## config.mk

```make
export PLATFORM = sky130hd
export DESIGN_NAME = lru_page_cache_directory
export DESIGN_NICKNAME = d
export VERILOG_FILES = /design/src/lpcd_pkg.sv /design/src/lpcd_ctrl.sv /design/src/lpcd_datapath.sv /design/src/lru_page_cache_directory.sv
export SDC_FILE = /design/constraint.sdc
export NUM_CORES = 1
export LEC_CHECK = 0
export BUFFER_PORTS_ARGS = -buffer_cell sky130_fd_sc_hd__buf_2
export CORE_MARGIN = 3
export CORE_UTILIZATION = 40
export CTS_CLUSTER_SIZE = 28
export DETAILED_ROUTE_END_ITERATION = 12
export GPL_TIMING_DRIVEN = 1
export SYNTH_ARGS = -nofsm -noshare
export SYNTH_HDL_FRONTEND = slang
export SYNTH_SLANG_ARGS = --single-unit
```

## constraint.sdc

```tcl
create_clock -name clk -period 14.2 [get_ports clk]
set_input_delay 1.42 -clock clk [delete_from_list [all_inputs] [get_ports clk]]
set_output_delay 1.42 -clock clk [all_outputs]
set_load 0.1 [all_outputs]
```

## src/lpcd_pkg.sv

```systemverilog
// ----------------------------------------------------------------------------
// lpcd_pkg
// Shared types, sizes and codes of the LRU page cache directory.
// ----------------------------------------------------------------------------
package lpcd_pkg;

  // Sizing of the directory.
  localparam int SLOT_COUNT       = 8;
  localparam int PAGE_NUMBER_BITS = 32;

  // Field widths of the request and the response.
  localparam int FUNC_W     = 2;
  localparam int PAGE_IN_W  = 32;
  localparam int LEN_W      = 16;
  localparam int STATUS_W   = 3;
  localparam int SLOT_NUM_W = 3;
  localparam int OFFSET_W   = 19;

  // Derived sizes. Page numbers never carry more than the 32 request bits.
  localparam int SLOT_W = (SLOT_COUNT > 1) ? $clog2(SLOT_COUNT) : 1;
  localparam int RANK_W = SLOT_W;
  localparam int CNT_W  = $clog2(SLOT_COUNT + 1);
  localparam int TAG_W  = (PAGE_NUMBER_BITS < PAGE_IN_W) ? PAGE_NUMBER_BITS : PAGE_IN_W;
  localparam int PROD_W = SLOT_W + LEN_W;

  localparam logic [LEN_W-1:0] PAGE_BYTES_RESET = LEN_W'(4096);

  // Operation codes of a request.
  localparam logic [FUNC_W-1:0] FUNC_LOOKUP = 2'd0;
  localparam logic [FUNC_W-1:0] FUNC_INSERT = 2'd1;
  localparam logic [FUNC_W-1:0] FUNC_CLEAR  = 2'd2;

  // Status codes of a response.
  localparam logic [STATUS_W-1:0] ST_HIT     = 3'd0;
  localparam logic [STATUS_W-1:0] ST_MISS    = 3'd1;
  localparam logic [STATUS_W-1:0] ST_REJECT  = 3'd2;
  localparam logic [STATUS_W-1:0] ST_FILLED  = 3'd3;
  localparam logic [STATUS_W-1:0] ST_EVICTED = 3'd4;
  localparam logic [STATUS_W-1:0] ST_CLEARED = 3'd5;

  typedef struct packed {
    logic [FUNC_W-1:0]    func;
    logic [PAGE_IN_W-1:0] page_number;
    logic [LEN_W-1:0]     page_length;
  } lpcd_req_t;

  typedef struct packed {
    logic [STATUS_W-1:0]   status;
    logic [SLOT_NUM_W-1:0] slot_number;
    logic [OFFSET_W-1:0]   byte_offset;
  } lpcd_rsp_t;

  // Slot table update chosen by the controller.
  typedef enum logic [2:0] {
    UPD_NONE  = 3'd0,
    UPD_TOUCH = 3'd1,
    UPD_FILL  = 3'd2,
    UPD_EVICT = 3'd3,
    UPD_CLEAR = 3'd4
  } upd_op_t;

  typedef struct packed {
    logic                load_req;
    logic                load_result;
    logic                load_offset;
    upd_op_t             op;
    logic [STATUS_W-1:0] status;
  } lpcd_cmd_t;

  typedef struct packed {
    logic [FUNC_W-1:0] func;
    logic              hit;
    logic              free;
    logic              short_len;
  } lpcd_stat_t;

endpackage

```

## src/lpcd_ctrl.sv

```systemverilog
// ----------------------------------------------------------------------------
// lpcd_ctrl
// Sequencer of the directory: accepts a request, picks the slot table
// update and the status code, and hands the response out.
// ----------------------------------------------------------------------------
module lpcd_ctrl import lpcd_pkg::*; (
  input  logic       clk,
  input  logic       rst,
  input  logic       in_valid,
  output logic       in_stall,
  output logic       out_valid,
  input  logic       out_stall,
  input  lpcd_stat_t stat,
  output lpcd_cmd_t  cmd
);

  typedef enum logic [3:0] {
    S_IDLE = 4'b0001,
    S_EXEC = 4'b0010,
    S_MUL  = 4'b0100,
    S_OUT  = 4'b1000
  } state_t;

  state_t state;
  state_t state_next;

  always_ff @(posedge clk) begin
    if (rst) begin
      state <= S_IDLE;
    end else begin
      state <= state_next;
    end
  end

  always_comb begin
    state_next = state;
    case (state)
      S_IDLE: begin
        if (in_valid) begin
          state_next = S_EXEC;
        end
      end
      S_EXEC: state_next = S_MUL;
      S_MUL:  state_next = S_OUT;
      S_OUT: begin
        if (!out_stall) begin
          state_next = S_IDLE;
        end
      end
      default: state_next = S_IDLE;
    endcase
  end

  assign in_stall  = (state != S_IDLE);
  assign out_valid = (state == S_OUT);

  // Decision table of one request, from the compare results of the datapath.
  always_comb begin
    cmd             = '0;
    cmd.op          = UPD_NONE;
    cmd.status      = ST_MISS;
    cmd.load_req    = (state == S_IDLE) && in_valid;
    cmd.load_offset = (state == S_MUL);
    if (state == S_EXEC) begin
      cmd.load_result = 1'b1;
      case (stat.func)
        FUNC_CLEAR: begin
          cmd.op     = UPD_CLEAR;
          cmd.status = ST_CLEARED;
        end
        FUNC_LOOKUP: begin
          if (stat.hit) begin
            cmd.op     = UPD_TOUCH;
            cmd.status = ST_HIT;
          end
        end
        FUNC_INSERT: begin
          if (stat.short_len) begin
            cmd.status = ST_REJECT;
          end else if (stat.hit) begin
            cmd.op     = UPD_TOUCH;
            cmd.status = ST_HIT;
          end else if (stat.free) begin
            cmd.op     = UPD_FILL;
            cmd.status = ST_FILLED;
          end else begin
            cmd.op     = UPD_EVICT;
            cmd.status = ST_EVICTED;
          end
        end
        default: begin
          cmd.status = ST_MISS;
        end
      endcase
    end
  end

endmodule

```

## src/lpcd_datapath.sv

```systemverilog
// ----------------------------------------------------------------------------
// lpcd_datapath
// Slot table with parallel page compare, recency ranks, page size register
// and the response register with the byte offset product.
// ----------------------------------------------------------------------------
module lpcd_datapath import lpcd_pkg::*; (
  input  logic             clk,
  input  logic             rst,
  input  logic             page_bytes_we,
  input  logic [LEN_W-1:0] page_bytes_wdata,
  input  lpcd_req_t        in_req,
  input  lpcd_cmd_t        cmd,
  output lpcd_stat_t       stat,
  output lpcd_rsp_t        out_rsp
);

  logic [LEN_W-1:0]    page_bytes;
  lpcd_req_t           req_q;
  logic [SLOT_COUNT-1:0] slot_valid;
  logic [TAG_W-1:0]    slot_page    [SLOT_COUNT];
  logic [RANK_W-1:0]   slot_recency [SLOT_COUNT];
  logic [SLOT_W-1:0]   slot_q;
  logic [STATUS_W-1:0] status_q;

  logic [TAG_W-1:0]    tag;
  logic [SLOT_COUNT-1:0] match;
  logic                hit_any;
  logic                free_any;
  logic [SLOT_W-1:0]   hit_idx;
  logic [SLOT_W-1:0]   free_idx;
  logic [SLOT_W-1:0]   victim_idx;
  logic [SLOT_W-1:0]   sel_slot;
  logic [RANK_W-1:0]   sel_rank;
  logic [CNT_W-1:0]    n_valid;
  logic [PROD_W-1:0]   prod;

  always_ff @(posedge clk) begin
    if (rst) begin
      page_bytes <= PAGE_BYTES_RESET;
    end else if (page_bytes_we) begin
      page_bytes <= page_bytes_wdata;
    end
  end

  always_ff @(posedge clk) begin
    if (cmd.load_req) begin
      req_q <= in_req;
    end
  end

  assign tag = req_q.page_number[TAG_W-1:0];

  // Every slot compares at once; the lowest index wins each search.
  always_comb begin
    hit_idx    = '0;
    free_idx   = '0;
    victim_idx = '0;
    for (int i = SLOT_COUNT - 1; i >= 0; i--) begin
      match[i] = slot_valid[i] && (slot_page[i] == tag);
      if (match[i]) begin
        hit_idx = SLOT_W'(i);
      end
      if (!slot_valid[i]) begin
        free_idx = SLOT_W'(i);
      end
      if (slot_recency[i] == '0) begin
        victim_idx = SLOT_W'(i);
      end
    end
  end

  assign hit_any  = |match;
  assign free_any = ~&slot_valid;
  assign n_valid  = CNT_W'($countones(slot_valid));

  assign stat.func      = req_q.func;
  assign stat.hit       = hit_any;
  assign stat.free      = free_any;
  assign stat.short_len = (req_q.page_length < page_bytes);

  always_comb begin
    case (cmd.op)
      UPD_TOUCH: sel_slot = hit_idx;
      UPD_FILL:  sel_slot = free_idx;
      UPD_EVICT: sel_slot = victim_idx;
      default:   sel_slot = '0;
    endcase
  end

  assign sel_rank = slot_recency[sel_slot];

  // Valid flags and recency ranks. Touching a slot moves every newer slot
  // one rank down and puts the touched slot on top.
  always_ff @(posedge clk) begin
    if (rst) begin
      slot_valid <= '0;
      for (int i = 0; i < SLOT_COUNT; i++) begin
        slot_recency[i] <= '0;
      end
    end else begin
      case (cmd.op)
        UPD_CLEAR: begin
          slot_valid <= '0;
          for (int i = 0; i < SLOT_COUNT; i++) begin
            slot_recency[i] <= '0;
          end
        end
        UPD_TOUCH, UPD_EVICT: begin
          for (int i = 0; i < SLOT_COUNT; i++) begin
            if (slot_valid[i] && (SLOT_W'(i) != sel_slot) && (slot_recency[i] > sel_rank)) begin
              slot_recency[i] <= slot_recency[i] - RANK_W'(1);
            end
          end
          slot_recency[sel_slot] <= RANK_W'(n_valid - CNT_W'(1));
        end
        UPD_FILL: begin
          slot_valid[sel_slot]   <= 1'b1;
          slot_recency[sel_slot] <= RANK_W'(n_valid);
        end
        default: begin
        end
      endcase
    end
  end

  always_ff @(posedge clk) begin
    if ((cmd.op == UPD_FILL) || (cmd.op == UPD_EVICT)) begin
      slot_page[sel_slot] <= tag;
    end
  end

  always_ff @(posedge clk) begin
    if (cmd.load_result) begin
      slot_q   <= sel_slot;
      status_q <= cmd.status;
    end
  end

  assign prod = PROD_W'(slot_q) * PROD_W'(page_bytes);

  always_ff @(posedge clk) begin
    if (cmd.load_offset) begin
      out_rsp.status      <= status_q;
      out_rsp.slot_number <= SLOT_NUM_W'(slot_q);
      out_rsp.byte_offset <= OFFSET_W'(prod);
    end
  end

endmodule

```

## src/lru_page_cache_directory.sv

```systemverilog
// ----------------------------------------------------------------------------
// lru_page_cache_directory
// Directory of a fully associative page cache with least-recently-used
// replacement: lookup, insert and clear requests over a small slot table.
// ----------------------------------------------------------------------------
//
//   Channel  | Signals                               | Moves
//   ---------+---------------------------------------+---------------------
//   request  | in_valid, in_stall, in_req            | func, page, length
//   response | out_valid, out_stall, out_rsp         | status, slot, offset
//   config   | page_bytes_we, page_bytes_wdata       | page size in bytes
//
// A request is accepted in the idle state, gets the parallel page compare and
// the slot table update in the exec state, the slot times page size product
// in the mul state, and is shown as the response in the out state until taken.
// The directory holds one request at a time, so in_stall stays high from the
// cycle after acceptance until the response has been taken.
// A stalled response holds its value in the output register.
// Synchronous reset empties every slot and sets the page size to 4096.
//
module lru_page_cache_directory import lpcd_pkg::*; (
  input  logic             clk,
  input  logic             rst,
  input  logic             in_valid,
  output logic             in_stall,
  input  lpcd_req_t        in_req,
  output logic             out_valid,
  input  logic             out_stall,
  output lpcd_rsp_t        out_rsp,
  input  logic             page_bytes_we,
  input  logic [LEN_W-1:0] page_bytes_wdata
);

  // The controller sees only the operation code and the compare results and
  // answers with the table update and the status code for the request in flight.
  lpcd_cmd_t  cmd;
  lpcd_stat_t stat;

  lpcd_ctrl u_ctrl (
    .clk       (clk),
    .rst       (rst),
    .in_valid  (in_valid),
    .in_stall  (in_stall),
    .out_valid (out_valid),
    .out_stall (out_stall),
    .stat      (stat),
    .cmd       (cmd)
  );

  // The datapath keeps the slot table, the page size and the response.
  lpcd_datapath u_datapath (
    .clk              (clk),
    .rst              (rst),
    .page_bytes_we    (page_bytes_we),
    .page_bytes_wdata (page_bytes_wdata),
    .in_req           (in_req),
    .cmd              (cmd),
    .stat             (stat),
    .out_rsp          (out_rsp)
  );

endmodule

```

==> flow_summary.json, run 1 <==
{
  "regToRegSetupSlack_ns": 7.43,
  "max_stage_delay_ns": 0.98,
  "synth_seq_cells": 389,
  "track_usage_pct": 21.39,
  "via_count": 12734,
  "fillers": 4297,
  "portBuffers": 97,
  "timing.final.max_slew_violations": 0,
  "initial_core_util_pct": 40.82,
  "grt_pass1_wl_microns": 80770,
  "leakagePower_nw": 7.981,
  "setup_viol": 0,
  "power.total_mw": 2.733,
  "io_pins": 98,
  "min_to": "u_datapath.out_rsp[24]",
  "grt_pass1_vias": 12449,
  "root_buffer": "clkbuf_16",
  "antenna_found_initial": 1,
  "core_sq_mm": 0.04805,
  "drc": 0,
  "dpl.hpwl_microns": 40780,
  "ant_nets": 0,
  "synth_edf_count": 361,
  "drive_gt1_share_pct": 13.33,
  "insertion_delay_ns": 0.57,
  "cts_buffer_depth": 3,
  "wl_per_cell_microns": 24.22,
  "fp.dieH_microns": 227.4,
  "final_core_util_pct": 46.46,
  "ys_warn_count": 0,
  "synth_ff_type": "edfxtp_1",
  "fin_ws_ns": 7.427,
  "antenna_cells": 0,
  "r2r_start": "u_datapath.tag[15]",
  "via_per_inst": 5.546,
  "skew_ns": 0.01404,
  "cp_max_fo": 16,
  "pwr-share-seq_pct": 48.8,
  "p_sw_mw": 0.6430,
  "cts_tree": "done",
  "synthCells": 1537,
  "synth-seq-area-share_pct": 58.13,
  "worst_ep_required_time_ns": 14.44,
  "clock_power_share_pct": 44.1,
  "async_flop_share_pct": 0,
  "drt_iter0_markers": 945,
  "die_area_sq_mm": 0.05172,
  "cts_setup_buffers": 0,
  "hold_path.class": "reg -> reg",
  "slew_headroom_pct": 19.54,
  "fmax_mhz": 147.6,
  "holdCritStartpoint": "u_datapath.status_q[2]",
  "synthToLayoutAreaGrowth_pct": 13.82,
  "syn_area_sq_mm": 0.01961,
  "fin_nets": 1811,
  "ys_types": 70,
  "h-tree-depth": 2,
  "period_share_pct": 47.70,
  "avgSynthCellArea_sq_um": 12.76,
  "hold_depth": 0,
  "hold_viol": 0,
  "rsz0062_at_grt": "no",
  "p_comb_share_pct": 7.1,
  "path_cells": "xor2_1, nor4_1, nand4_1, nor4_1, nor4b_1, nand3_1, o22ai_2, o211ai_1, o21ai_0, mux2i_1, ha_1, nor2_1, a32oi_1, o21ai_1, o211ai_1, o211ai_1",
  "grt_overflow": 0,
  "ir_drop_uv": 105.7,
  "critPathArrivalTime_ns": 7.01,
  "post_cts_resized": 0,
  "routed_wl_microns": 55600,
  "end_kind": "register",
  "holdBufCountCts": 0,
  "worst_pin_slew_ns": 1.204,
  "p_per_area_mw_per_mm2": 122.4,
  "synthTopCellsByArea": "edfxtp_1 (55%), xor2_1 (9.1%), ha_1 (4.8%)",
  "setup_tns_ns": 0,
  "synth_nets": 1701,
  "num_rows": 80,
  "clock-sinks": 389,
  "sw_frac_of_total_pct": 23.52,
  "place.gp.congestion": 0.9844,
  "grt_max_degree": 33,
  "dp_worst_setup_slack_ns": 7.506,
  "r2r_cells": 16,
  "internal-power_mw": 2.090,
  "status": "complete, no violations",
  "yosysTopAreaCell": "edfxtp_1",
  "timing.rr.end": "u_datapath.slot_recency[7][1]",
  "cap_violations": 0,
  "fin_crit_ns": 6.773,
  "yosys.area.top_type_share_pct": 55.28,
  "cp_slowest_cell": "nor4_1",
  "critical_path_class": "reg -> reg",
  "first_pass_iters": 5,
  "start_kind": "register",
  "numCtsBuffers": 43,
  "cp_common_cell": "o211ai_1",
  "clk_pin_slew_ns": 0.06,
  "die_width_microns": 227.4
}
worst max path at each step:
stage,slack (ns),from,to
2_1_floorplan,8.01,u_datapath.tag[14],u_datapath.slot_page[4][0]
3_3_place_gp,7.63,u_datapath.tag[0],u_datapath.slot_recency[6][0]
3_5_place_dp,7.51,u_datapath.tag[0],u_datapath.slot_recency[7][1]
4_1_cts,7.48,u_datapath.tag[15],u_datapath.slot_recency[7][0]
5_1_grt,6.95,u_datapath.tag[0],u_datapath.slot_recency[7][1]
6_report,7.43,u_datapath.tag[15],u_datapath.slot_recency[7][1]
cells in the final DEF, fill, tap and decap left out, types with 13 or more instances in the layout:
cell type / synthesis / routed
edfxtp_1: 361 / 361
xor2_1: 204 / 204
buf_2: 25 / 97
nor4_1: 92 / 91
inv_1: 88 / 88
nand2_1: 76 / 76
ha_1: 75 / 75
xnor2_1: 73 / 73
nor2_1: 71 / 63
clkbuf_16: 0 / 45
o21ai_0: 37 / 37
nand4_1: 34 / 34
nand3_1: 33 / 33
dfxtp_1: 28 / 28
a21oi_1: 24 / 24
nor3_1: 21 / 21
nand2b_1: 20 / 20
o22ai_1: 20 / 20
mux2i_1: 20 / 20
fa_1: 18 / 18
buf_4: 7 / 17
o211ai_1: 16 / 16
nand4b_1: 14 / 14
and2_1: 13 / 13
flip-flops by register name (all words and copies together) (netlist names):
name                     flops
u_datapath.slot_q            3
u_datapath.slot_recency     24
u_datapath.req_q            16
u_datapath.stat              2
u_datapath.slot_valid        8
u_datapath.status_q          3
u_ctrl.state                 4
u_datapath.slot_page       256
u_datapath.out_rsp          25
u_datapath.tag              32
u_datapath.page_bytes       16
kinds of logic after synthesis:
family                     count (synthesis)  synth area share [%]
xor gates and xnor gates                 277                 12.37
AOI/OAI and AO/OA                        176                 6.170
adders and majority gates                 93                 6.622
muxes                                     22                 1.136
buffers and inverters                    138                 3.050
DFF                                      389                 58.13
and+or+nand+nor                          442                 12.52
critical path: cells and delay by family, from the launching register on:
family,cells,cell delay (ns)
DFF,1,0.92
muxes,1,0.82
adders and majority gates,1,0.40
xor gates and xnor gates,1,0.27
and+or+nand+nor,6,2.54
AOI/OAI and AO/OA,7,1.48
metrics by stage:
| step | instances | cell area (sq um) | hold slack (ns) |
|---|---|---|---|
| 2_1_floorplan | 1537 | 19610 | 0.4003 |
| 3_3_place_gp | 2217 | 20800 | 0.4055 |
| 3_5_place_dp | 2217 | 20800 | 0.4168 |
| 4_1_cts | 2296 | 22320 | 0.4311 |
| 5_1_grt | 2296 | 22320 | 0.4374 |
| 6_report | 2296 | 22320 | 0.4283 |
layer usage:
| layer | up-vias | part of all wire [%] | global-route usage, % |
|---|---|---|---|
| li1 | 5931 | - | - |
| met1 | 6271 | 41 | 26.88 |
| met2 | 416 | 50 | 37.59 |
| met3 | 114 | 4.9 | 2.798 |
| met4 | 2 | 3.9 | 8.502 |
| met5 | - | 0.022 | 0 |
Yosys cell counts (all sizes together) (6+ instances only):
| cell | number |
|---|---|
| nand2 | 77 |
| clkbuf | 13 |
| and2 | 13 |
| xnor2 | 73 |
| nand4b | 14 |
| nor4 | 92 |
| and3 | 12 |
| nand2b | 20 |
| nor4b | 10 |
| nor2 | 72 |
| or4 | 6 |
| ha | 75 |
| o21ai | 41 |
| mux2i | 20 |
| xor2 | 204 |
| nand3 | 33 |
| nor2b | 11 |
| edfxtp | 361 |
| a21o | 7 |
| fa | 18 |
| o21a | 6 |
| o32ai | 6 |
| nand4 | 36 |
| a21oi | 25 |
| buf | 36 |
| a31oi | 11 |
| dfxtp | 28 |
| o22ai | 21 |
| or2 | 7 |
| or3 | 10 |
| inv | 89 |
| o211ai | 18 |
| a21boi | 12 |
| nor3 | 21 |
area by class of cell:
type	instances	area [sq um]	share of cell area, %
Clock buffer	48	1137	5.095
Clock inverter	31	386.6	1.732
Inverter	89	334.1	1.497
Multi-Input combinational cell	1010	7680	34.41
Sequential cell	389	11400	51.08
Tap cell	615	769.5	3.447
Timing Repair Buffer	114	613.1	2.747
power groups by stage:
stage / clock network [mW] / logic [mW] / registers, mW
floorplan: 0 / 0.144 / 1.32
global placement: 0 / 0.193 / 1.35
detailed placement: 0 / 0.195 / 1.36
CTS: 1.23 / 0.197 / 1.33
global route: 1.28 / 0.213 / 1.34
finish: 1.21 / 0.195 / 1.33
Note: power is estimated with default switching activity, not from simulation.
==> run 2: changes to the inputs <==
==> constraint.sdc (replaced) <==
create_clock -name clk -period 6.6 [get_ports clk]
set_input_delay 0.66 -clock clk [delete_from_list [all_inputs] [get_ports clk]]
set_output_delay 0.66 -clock clk [all_outputs]
set_load 0.1 [all_outputs]
==> run 2 against run 1 <==
Count of clock-buffer cells in the layout is 13 higher; wire length is 8.2% lower; global-route usage is 1.6 points lower; clock power is 88% higher; clock skew is 0.0031 ns higher; setup slack worse by 6.6 ns; critical endpoint is now u_datapath.slot_recency[6][1].
==> flow_summary.json, run 2 (synthesized netlist as in run 1, its figures left out) <==
{
  "slew_headroom_pct": 25.45,
  "core_sq_mm": 0.04805,
  "clock_power_share_pct": 40.9,
  "r2r_start": "u_datapath.tag[21]",
  "hold_path.class": "in -> reg",
  "timing.final.max_slew_violations": 0,
  "ir_drop_uv": 202.0,
  "num_rows": 80,
  "worst_ep_required_time_ns": 6.84,
  "routed_wl_microns": 51020,
  "first_pass_iters": 5,
  "min_to": "u_datapath.tag[3]",
  "wl_per_cell_microns": 21.87,
  "cts_tree": "done",
  "worst_pin_slew_ns": 1.118,
  "leakagePower_nw": 8.046,
  "synthToLayoutAreaGrowth_pct": 14.31,
  "start_kind": "register",
  "pwr-share-seq_pct": 51.1,
  "final_common_cell": "edfxtp_1",
  "die_width_microns": 227.4,
  "regToRegSetupSlack_ns": 0.78,
  "die_area_sq_mm": 0.05172,
  "fin_crit_ns": 5.821,
  "place.gp.congestion": 0.8759,
  "timing.rr.end": "u_datapath.slot_recency[6][1]",
  "rsz0062_at_grt": "no",
  "hold_depth": 1,
  "grt_pass1_wl_microns": 77070,
  "status": "complete, no violations",
  "clock-sinks": 389,
  "holdBufCountCts": 0,
  "drc": 0,
  "io_pins": 98,
  "fmax_mhz": 171.8,
  "dp.cells": 2254,
  "setup_viol": 0,
  "drt_iter0_markers": 1265,
  "initial_core_util_pct": 40.82,
  "insertion_delay_ns": 0.58,
  "end_kind": "register",
  "root_buffer": "clkbuf_16",
  "critPathArrivalTime_ns": 6.06,
  "ant_nets": 0,
  "numCtsBuffers": 43,
  "grt_max_degree": 51,
  "setup_tns_ns": 0,
  "cts_setup_buffers": 0,
  "r2r_cells": 17,
  "antenna_found_initial": 3,
  "p_sw_mw": 1.352,
  "hold_viol": 0,
  "grt_pass1_vias": 12588,
  "grt_overflow": 0,
  "most-common-layout-cells": "edfxtp_1 (361), xor2_1 (204), buf_2 (97)",
  "cap_violations": 0,
  "post_cts_resized": 0,
  "final_core_util_pct": 46.66,
  "fin_nets": 1848,
  "drive_gt1_share_pct": 14.64,
  "holdCritStartpoint": "in_req[19]",
  "dpl.hpwl_microns": 36310,
  "fp.dieH_microns": 227.4,
  "p_per_area_mw_per_mm2": 248.6,
  "top_register": "u_datapath.slot_page",
  "skew_ns": 0.01712,
  "sw_frac_of_total_pct": 24.27,
  "fillers": 4326,
  "internal-power_mw": 4.220,
  "h-tree-depth": 2,
  "portBuffers": 97,
  "clk_pin_slew_ns": 0.06,
  "largest_register_ffs": 256,
  "cp_max_fo": 16,
  "critical_path_class": "reg -> reg",
  "via_per_inst": 5.540,
  "stdcell_count": 2333,
  "period_share_pct": 88.19,
  "via_count": 12924,
  "cts_buffer_depth": 3,
  "track_usage_pct": 19.74,
  "p_comb_share_pct": 8.0
}
run 2: cell types whose count changed in the layout (fill, tap and decap cells not counted), moves of 2 or more:
cell	previous run	this run
clkinv_2	11	2
buf_4	17	54
clkbuf_8	0	5
clkbuf_1	3	13
clkbuf_16	45	43
clkinv_1	9	6
bufinv_16	9	1
diode_2	0	4
run 2: worst max path at each step:
stage / slack (ns) / from / cells past startpoint / end
after CTS: 0.85 / u_datapath.tag[21] / 17 / u_datapath.slot_recency[6][0]
after global routing: 0.41 / u_datapath.tag[10] / 17 / u_datapath.slot_recency[6][2]
after floorplan: 0.41 / u_datapath.tag[14] / 11 / u_datapath.slot_page[4][0]
final: 0.78 / u_datapath.tag[21] / 17 / u_datapath.slot_recency[6][1]
after detailed placement: 0.90 / u_datapath.tag[21] / 17 / u_datapath.slot_recency[6][2]
after global placement: 1.01 / u_datapath.tag[21] / 17 / u_datapath.slot_recency[6][0]
run 2: worst max-delay path, cell delays in order, from the launching register on:
cell and delay, ns:
edfxtp_1 0.91, xor2_1 0.18, nor4_1 0.31, nand4_1 0.21, or4_1 0.58, nand4_2 0.16
mux2i_1 0.28, nor2b_1 0.75, mux2_2 0.41, nor2_1 0.11, a211oi_1 0.07, a21oi_1 0.21
buf_4 0.19, ha_1 0.26, a32oi_1 0.20, o21ai_1 0.09, o211ai_1 0.32, o211ai_1 0.22
run 2: power groups by stage:
stage	combinational [mW]	clock (mW)	sequential, mW
after detailed placement	0.443	0	2.90
after global placement	0.435	0	2.90
after global routing	0.491	2.44	2.85
final	0.446	2.28	2.85
after CTS	0.447	2.34	2.85
after floorplan	0.310	0	2.84
run 2: final cells by class:
cell class	count	area, sq um	area share (%)
flip-flops and latches	389	11400	50.86
multi-input cells	1010	7686	34.29
repair buffers	151	890.9	3.974
clock inverters	14	132.6	0.5916
clock buffers	61	1194	5.325
well taps	615	769.5	3.432
diodes	4	10.01	0.04465
inverters	89	334.1	1.490
run 2: metrics by stage:
step	worst slack [ns]	cell area, sq um	hold WS [ns]	power [mW]
detailed placement	0.8969	21080	0.4045	3.342
finish	0.7794	22420	0.2573	5.573
global route	0.4106	22420	0.2290	5.784
CTS	0.8548	22410	0.2200	5.630
floorplan	0.4054	19610	0.4003	3.155
global placement	1.014	21080	0.4042	3.332
run 2: per-layer routing:
layer  part of all wire [%]  wire (microns)  vias to the layer above  track usage, %
li1                       -               -                     5984               -
met1                     45           22910                     6393           27.84
met2                     46           23460                      447           31.24
met3                    6.3            3189                      100           3.095
met4                    2.9            1456                        0           6.883
met5                      0               0                        -               0
==> run 3: changes to the inputs <==
--- a/config.mk
+++ b/config.mk
@@ -7,10 +7,11 @@
 export LEC_CHECK = 0
 export BUFFER_PORTS_ARGS = -buffer_cell sky130_fd_sc_hd__buf_2
 export CORE_MARGIN = 3
-export CORE_UTILIZATION = 40
+export CORE_UTILIZATION = 50
 export CTS_CLUSTER_SIZE = 28
 export DETAILED_ROUTE_END_ITERATION = 12
 export GPL_TIMING_DRIVEN = 1
+export PLACE_DENSITY = 0.67
 export SYNTH_ARGS = -nofsm -noshare
 export SYNTH_HDL_FRONTEND = slang
 export SYNTH_SLANG_ARGS = --single-unit
==> run 3 against run 2 <==
Sequential power about the same; non-clock buffer count down 9; global-route usage up 4.6 points; clock skew down 0.00088 ns; largest cell class unchanged.
==> flow_summary.json, run 3 (synthesized netlist as in run 1, its figures left out) <==
{
  "numCtsBuffers": 43,
  "portBuffers": 97,
  "grt_overflow": 0,
  "stdcell_count": 2221,
  "cts_setup_buffers": 0,
  "period_share_pct": 86.05,
  "core_sq_mm": 0.03820,
  "grt_pass1_wl_microns": 76710,
  "place.gp.congestion": 0.9629,
  "cp_max_fo": 16,
  "fin_ws_ns": 0.9208,
  "leakagePower_nw": 8.049,
  "dpl.hpwl_microns": 36610,
  "insertion_delay_ns": 0.56,
  "fin_crit_ns": 5.679,
  "setup_viol": 0,
  "seq_area_sq_mm": 0.01140,
  "grt_max_degree": 51,
  "status": "complete, no violations",
  "critical_path.top_delay_family": "simple AND/OR/NAND/NOR gates",
  "fp.dieH_microns": 204.0,
  "cts_buffer_depth": 3,
  "routed_wl_microns": 50940,
  "start_kind": "register",
  "drt_iter0_markers": 1295,
  "ant_nets": 0,
  "max_stage_delay_ns": 0.84,
  "multi_input_area_sq_mm": 0.007680,
  "io_pins": 98,
  "die_area_sq_mm": 0.04163,
  "slew_headroom_pct": 31.99,
  "dp_worst_setup_slack_ns": 1.097,
  "worst_pin_slew_ns": 1.020,
  "root_buffer": "clkbuf_16",
  "crit_path_start": "u_datapath.tag[9]",
  "drc": 0,
  "cp_common_cell": "o211ai_1",
  "worstSetupEndpoint": "u_datapath.slot_recency[6][1]",
  "holdBufCountCts": 0,
  "dp.cells": 2141,
  "clk_pin_slew_ns": 0.06,
  "num_rows": 71,
  "grt_pass1_vias": 12501,
  "h-tree-depth": 2,
  "regToRegSetupSlack_ns": 0.92,
  "cp.buffers_inverters": 1,
  "ir_drop_uv": 258.3,
  "skew_ns": 0.01624,
  "initial_core_util_pct": 51.34,
  "cap_violations": 0,
  "post_cts_resized": 0,
  "pwr-share-seq_pct": 50.6,
  "critical_path_class": "reg -> reg",
  "cp_num_cells": 17,
  "track_usage_pct": 24.39,
  "antenna_found_initial": 0,
  "fillers": 3087,
  "end_kind": "register",
  "final_core_util_pct": 58.32,
  "final_common_cell": "edfxtp_1",
  "clock_power_share_pct": 42.0,
  "sw_frac_of_total_pct": 23.82,
  "setup_tns_ns": 0,
  "hold_path.class": "in -> reg",
  "p_comb_share_pct": 7.5,
  "antenna_cells": 0,
  "clock-sinks": 389,
  "path_cells": "xor2_1, nor4_1, nand4_1, nor4_1, nor4b_1, nand3_1, buf_4, o22ai_2, o211ai_1, o21ai_0, mux2i_1, ha_1, nor2_1, a32oi_1, o21ai_1, o211ai_1, o211ai_1",
  "first_pass_iters": 6,
  "largest_register_ffs": 256,
  "wl_per_cell_microns": 22.93,
  "hold_viol": 0,
  "rsz0062_at_grt": "no",
  "r2r_cells": 17,
  "timing.rr.end": "u_datapath.slot_recency[6][1]",
  "p_per_area_mw_per_mm2": 254.2,
  "timing.final.max_slew_violations": 0,
  "power.total_mw": 5.664,
  "worst_ep_required_time_ns": 6.81,
  "fin_nets": 1839,
  "top_register": "u_datapath.slot_page",
  "drive_gt1_share_pct": 14.27,
  "cp_slowest_cell": "edfxtp_1",
  "internal-power_mw": 4.315,
  "r2r_start": "u_datapath.tag[9]",
  "most-common-layout-cells": "edfxtp_1 (361), xor2_1 (204), buf_2 (97)",
  "via_count": 12952,
  "via_per_inst": 5.832,
  "p_sw_mw": 1.349,
  "die_width_microns": 204.0,
  "cts_tree": "done",
  "synthToLayoutAreaGrowth_pct": 13.59,
  "fmax_mhz": 176.1,
  "critPathArrivalTime_ns": 5.89
}
run 3: cell count changes in the layout (fill, tap and decap cells not counted):
cell | before | now
clkinv_2 | 2 | 5
a31oi_1 | 10 | 11
inv_6 | 1 | 2
clkbuf_8 | 5 | 3
clkinv_8 | 1 | 0
clkinvlp_4 | 2 | 0
inv_16 | 0 | 2
buf_4 | 54 | 45
clkinv_1 | 6 | 11
a31oi_2 | 1 | 0
clkinv_16 | 1 | 0
diode_2 | 4 | 0
bufinv_16 | 1 | 4
clkbuf_1 | 13 | 10
run 3: worst min path at each step:
stage / startpoint / endpoint / slack, ns / depth (start not counted)
CTS: in_req[31] / u_datapath.tag[15] / 0.25 / 1
global placement: u_datapath.status_q[0] / u_datapath.out_rsp[22] / 0.40 / 0
detailed placement: u_datapath.status_q[1] / u_datapath.out_rsp[23] / 0.41 / 0
global route: in_req[5] / u_datapath.req_q[5] / 0.25 / 1
floorplan: u_datapath.status_q[0] / u_datapath.out_rsp[22] / 0.40 / 0
finish: in_req[17] / u_datapath.tag[1] / 0.27 / 1
run 3: routing by layer:
metal  global-route usage (%)  part of all wire, %  vias to the layer above
li1                         -                    -                     5966
met1                    33.53                   42                     6309
met2                    37.82                   45                      564
met3                    5.749                  8.2                      113
met4                    9.609                  4.2                        0
met5                        0                    0                        -
run 3: final cells by class:
cell class	instances	share of cell area (%)
flip-flops and latches	389	51.18
multi-input cells	1010	34.48
clock buffers	56	5.184
repair buffers	142	3.696
well taps	511	2.870
inverters	89	1.500
clock inverters	24	1.095
run 3: through the flow:
| stage | instance area, sq um | hold WS [ns] |
|---|---|---|
| 6_report | 22280 | 0.2727 |
| 5_1_grt | 22280 | 0.2545 |
| 4_1_cts | 22280 | 0.2454 |
| 3_5_place_dp | 20880 | 0.4126 |
| 3_3_place_gp | 20880 | 0.4049 |
| 2_1_floorplan | 19610 | 0.4003 |
run 3: power by group through the flow:
| stage | Clock (mW) | Combinational [mW] | Sequential [mW] |
|---|---|---|---|
| final | 2.38 | 0.423 | 2.86 |
| after global placement | 0 | 0.412 | 2.91 |
| after CTS | 2.43 | 0.421 | 2.86 |
| after floorplan | 0 | 0.310 | 2.84 |
| after detailed placement | 0 | 0.417 | 2.92 |
| after global routing | 2.52 | 0.466 | 2.87 |
